==> config.mk <==
export PLATFORM = sky130hd
export DESIGN_NAME = kst_ram
export DESIGN_NICKNAME = d
export VERILOG_FILES = /design/src/hdl/kst_ram.sv
export SDC_FILE = /design/constraint.sdc
export NUM_CORES = 1
export LEC_CHECK = 0
export BUFFER_PORTS_ARGS = -buffer_cell sky130_fd_sc_hd__clkbuf_2
export CORE_ASPECT_RATIO = 1.25
export CORE_MARGIN = 3
export CORE_UTILIZATION = 65
export CTS_CLUSTER_DIAMETER = 100
export DETAILED_ROUTE_END_ITERATION = 6
export GPL_TIMING_DRIVEN = 1
export PLACE_DENSITY_LB_ADDON = 0.2
export RECOVER_POWER = 25
export SLEW_MARGIN = 10
export SYNTH_ARGS = -nofsm -noshare
export SYNTH_HDL_FRONTEND = slang
export SYNTH_SLANG_ARGS = --single-unit
==> constraint.sdc <==
create_clock -name clk_i -period 5.3 [get_ports clk_i]
set_input_delay 1.06 -clock clk_i [delete_from_list [all_inputs] [get_ports clk_i]]
set_output_delay 1.06 -clock clk_i [all_outputs]
set_load 0.01 [all_outputs]
==> src/hdl/kst_ram.sv <==
`timescale 1ns / 1ps
`default_nettype none
// ----------------------------------------------------------------------------
// kst_ram
// generic simple dual port ram, one write port, one registered read port
// ----------------------------------------------------------------------------
module kst_ram #(
  parameter int unsigned Width = 8,
  parameter int unsigned Depth = 16,
  localparam int unsigned AddrW = (Depth > 1) ? $clog2(Depth) : 1
) (
  input  wire logic             clk_i,
  input  wire logic             we_i,
  input  wire logic [AddrW-1:0] waddr_i,
  input  wire logic [Width-1:0] wdata_i,
  input  wire logic [AddrW-1:0] raddr_i,
  output logic      [Width-1:0] rdata_o
);

  logic [Width-1:0] mem_q [Depth];

  always_ff @(posedge clk_i) begin
    if (we_i) begin
      mem_q[waddr_i] <= wdata_i;
    end
    rdata_o <= mem_q[raddr_i];
  end

endmodule
`default_nettype wire

# Word level (Yosys, flattened, before mapping)
# Memory sizes are Yosys's and may differ from the RTL's. A register that Yosys moved wholly into a read port is not among the register bits.
# Index checks and enable logic that the tools add are counted.
# classes
n_mux	2
# ops
op	count
$mux 1	2
# word_totals
register_bits	0
ram_bits	128
output_inout_bits	8
n_memories	1
# mem_list
memory	words	width	read_ports	rd_ports_with_merged_regs	wr	line	rtl
mem_q	16	8	1	1	1	20	logic [Width-1:0] mem_q [Depth];

# Logic depth before layout (Yosys ltp)
# depth
word_depth	2
ltp_mapped	5

# Worst setup path after synthesis
# Ideal clock, no wire load.
# synth_path
path_type	input to register
startpoint	in waddr_i[2]
endpoint	mem mem_q[0][0] (enable)
arrival_time_ns	2.170
slack_ns	2.747
cell_stages	2
path_cell_list	or3b_2 nor3_1
# synth_rtl
element	line	rtl
start: declaration	14	input wire logic [AddrW-1:0] waddr_i,
end: declaration	20	
# Straight into the memory's write port.

==> results.py <==
metrics = {
    "placement": {
        "place_area_um2": 5329,
        "io_buffers": 25,
        "gp_congestion": 0.7658,
        "dpl.hpwl_um": 5830,
        "dp.cells": 339,
    },
    "clock_tree": {
        "numCtsBuffers": 17,
        "ctsResizeCount": 0,
        "clock_latency_ns": 0.51,
        "cts_buffer_depth": 2,
        "cts_sinks": 136,
        "htreeDepth": 4,
        "cts_hold_buf": 0,
        "cts_root_buffer": "clkbuf_8",
        "post_cts_buffers": 0,
        "path_clk_slew_ns": 0.06,
        "cts_tree": "yes",
    },
    "synthesis": {
        "synthFlopType": "edfxtp_1",
        "yosys-top-cells-area": "edfxtp_1 75%, mux4_2 7.9%, mux4_1 7.1%, dfxtp_1 3.1%, a22oi_1 2.3%",
        "ys_seq_area_share_pct": 77.78,
        "syn_area_um2": 5147,
        "postSynthCellCount": 229,
        "async_flop_share_pct": 0,
        "synthTopCellsByCount": "128 x edfxtp_1, 18 x mux4_2, 16 x a22oi_1",
        "ys_warn_count": 0,
        "syn_nets": 247,
        "synth_cell_type_count": 19,
        "synth_edf_count": 128,
        "synth_top_area_share_pct": 74.67,
        "yosysMostFrequentCell": "edfxtp_1",
        "postSynthAreaPerCell_um2": 22.48,
        "synth_area_leader_cell": "edfxtp_1",
        "synth-seq-cells": 136,
    },
    "power": {
        "p_leak_nw": 1.973,
        "irDropWorstVdd_mv": 0.4485,
        "powerDensity_nw_per_um2": 413.6,
    },
    "drt": {
        "top_layer": "met4",
        "wl_met2_um": 5276,
        "drt_iter0_drc": 315,
        "drt-total-wl_um": 9785,
        "ant_nets": 0,
        "drtPass1Iterations": 5,
        "wl_per_cell_um": 26.37,
        "drc": 0,
        "num_vias": 2421,
        "wl_met3_um": 494,
        "viasPerCell": 6.526,
        "routedLengthMet1_um": 3895,
    },
    "timing": {
        "hold_viol_final": 0,
        "min_period_ns": 2.461,
        "slew_headroom_pct": 17.70,
        "maxSlewViolCount": 0,
        "fin_tns_setup_ns": 0,
        "max_freq_ghz": 0.4064,
        "timing.final.crit_share_pct": 46.43,
        "worst_slew_pin_slew_ns": 1.225,
        "fin_skew_ns": 0.007488,
        "setup_viol": 0,
        "rsz0062_at_grt": "false",
    },
    "final_layout": {
        "fin_area_um2": 5897,
        "multi_input_area_um2": 1062,
        "drive_gt1_share_pct": 25.45,
        "antenna_cells": 0,
        "syn_to_final_growth_pct": 14.56,
        "stdcell_count": 371,
        "final_nets": 284,
        "seqCellArea_um2": 4004,
        "fillers": 383,
    },
    "grt": {
        "antenna_found_initial": 0,
        "grt_max_degree": 33,
        "grt_pass1_vias": 2582,
        "track_usage_pct": 24.56,
        "gr-total-overflow": 0,
        "grt_pass1_wl_um": 15450,
    },
    "die": {
        "die_x_um": 85.60,
        "row_count": 35,
        "die_h_um": 105.5,
        "die_area_um2": 9030,
        "design.core.area_um2": 7532,
        "initial_utilization_pct": 68.34,
        "num_io_pins": 26,
    },
    "critical_path": {
        "cp_max_fo": 23,
        "arrival_ns": 2.85,
        "cp_num_buf_inv": 2,
        "required_ns": 5.69,
        "critPathKind": "input port to register",
        "crit_chain": "clkbuf_2 -> buf_4 -> mux4_1 -> a22oi_1 -> nand2_1",
        "end_kind": "register",
        "crit_slowest_cell": "mux4_1",
        "slowest_delay_ns": 0.63,
        "cp_top_family": "buffers and inverters",
        "cp-start-kind": "input port",
    },
    "worst_hold_path": {
        "hold_path_class": "register to register",
    },
    "flow_run": {
        "max-cap-violations": 0,
    },
    "status": {
        "outcome": "finished clean",
    },
}
==> area by class of cell <==
cell class / instances / area share [%]
tap: 92 / 1.952
clock buffer: 17 / 7.023
multi-input combinational: 83 / 18.01
sequential: 136 / 67.90
clock inverter: 15 / 2.716
timing repair buffer: 28 / 2.398
==> power breakdown <==
part	internal (mW)	leakage (nW)	switching, mW	total [mW]
clock network	0.707	0.273	0.414	1.12
logic	0.0428	0.476	0.0635	0.106
registers	1.20	1.22	0.00814	1.21
==> placed cells by master, fill, tap and decap left out, drive strengths merged <==
cell type / instances
nand3: 1
nand2: 9
buf: 3
nand3b: 2
nand2b: 2
bufinv: 3
clkinvlp: 3
clkbuf: 42
dfxtp: 8
nor3: 4
nor2: 13
and2b: 1
clkinv: 9
nor2b: 1
mux4: 32
and2: 1
or3b: 1
a22oi: 16
edfxtp: 128
==> cell families after synthesis <==
| family | count (synthesis) | share of synthesized area (%) |
|---|---|---|
| AO/OA/AOI/OAI | 16 | 2.334 |
| buffers and inverters | 10 | 1.677 |
| flip-flops | 136 | 77.78 |
| multiplexers | 32 | 15.02 |
| AND/OR/NAND/NOR | 35 | 3.184 |
==> per-layer routing <==
layer / GRT usage (%) / vias up
met5: 0 / -
met4: 7.579 / 0
met3: 7.271 / 10
met2: 40.61 / 120
met1: 31.74 / 1242
li1: - / 1049
==> worst min-delay path, stage by stage, from the launching register on <==
cell and delay [ns]:
edfxtp_1 0.31, mux4_1 0.21, a22oi_1 0.08, nand2_1 0.06
==> path summary, 6_finish.rpt <==
kind / start / to / depth (start not counted) / slack, ns
setup / recovery: raddr_i[0] / rdata_o[0]$_DFF_P_ / 5 / 2.84
hold / removal: mem_q[8][5]$_DFFE_PP_ / rdata_o[5]$_DFF_P_ / 3 / 0.69
setup reg to reg: mem_q[3][0]$_DFFE_PP_ / rdata_o[0]$_DFF_P_ / 3 / 3.87
hold reg to reg: mem_q[8][5]$_DFFE_PP_ / rdata_o[5]$_DFF_P_ / 3 / 0.69
==> state kept, by name, summed over array words and instances, names as in the netlist <==
register	cells
mem_q	128
rdata_o	8
==> metrics by stage <==
step	power (mW)	hold slack, ns	setup slack, ns	utilization (%)
5_1_grt	2.519	0.7071	2.733	78.29
3_3_place_gp	1.334	0.6546	2.404	70.75
6_report	2.439	0.6892	2.839	78.29
2_1_floorplan	1.294	0.6293	2.747	-
4_1_cts	2.455	0.6840	2.843	78.37
3_5_place_dp	1.339	0.6639	2.364	70.75
(Power assumes the default switching activity.)
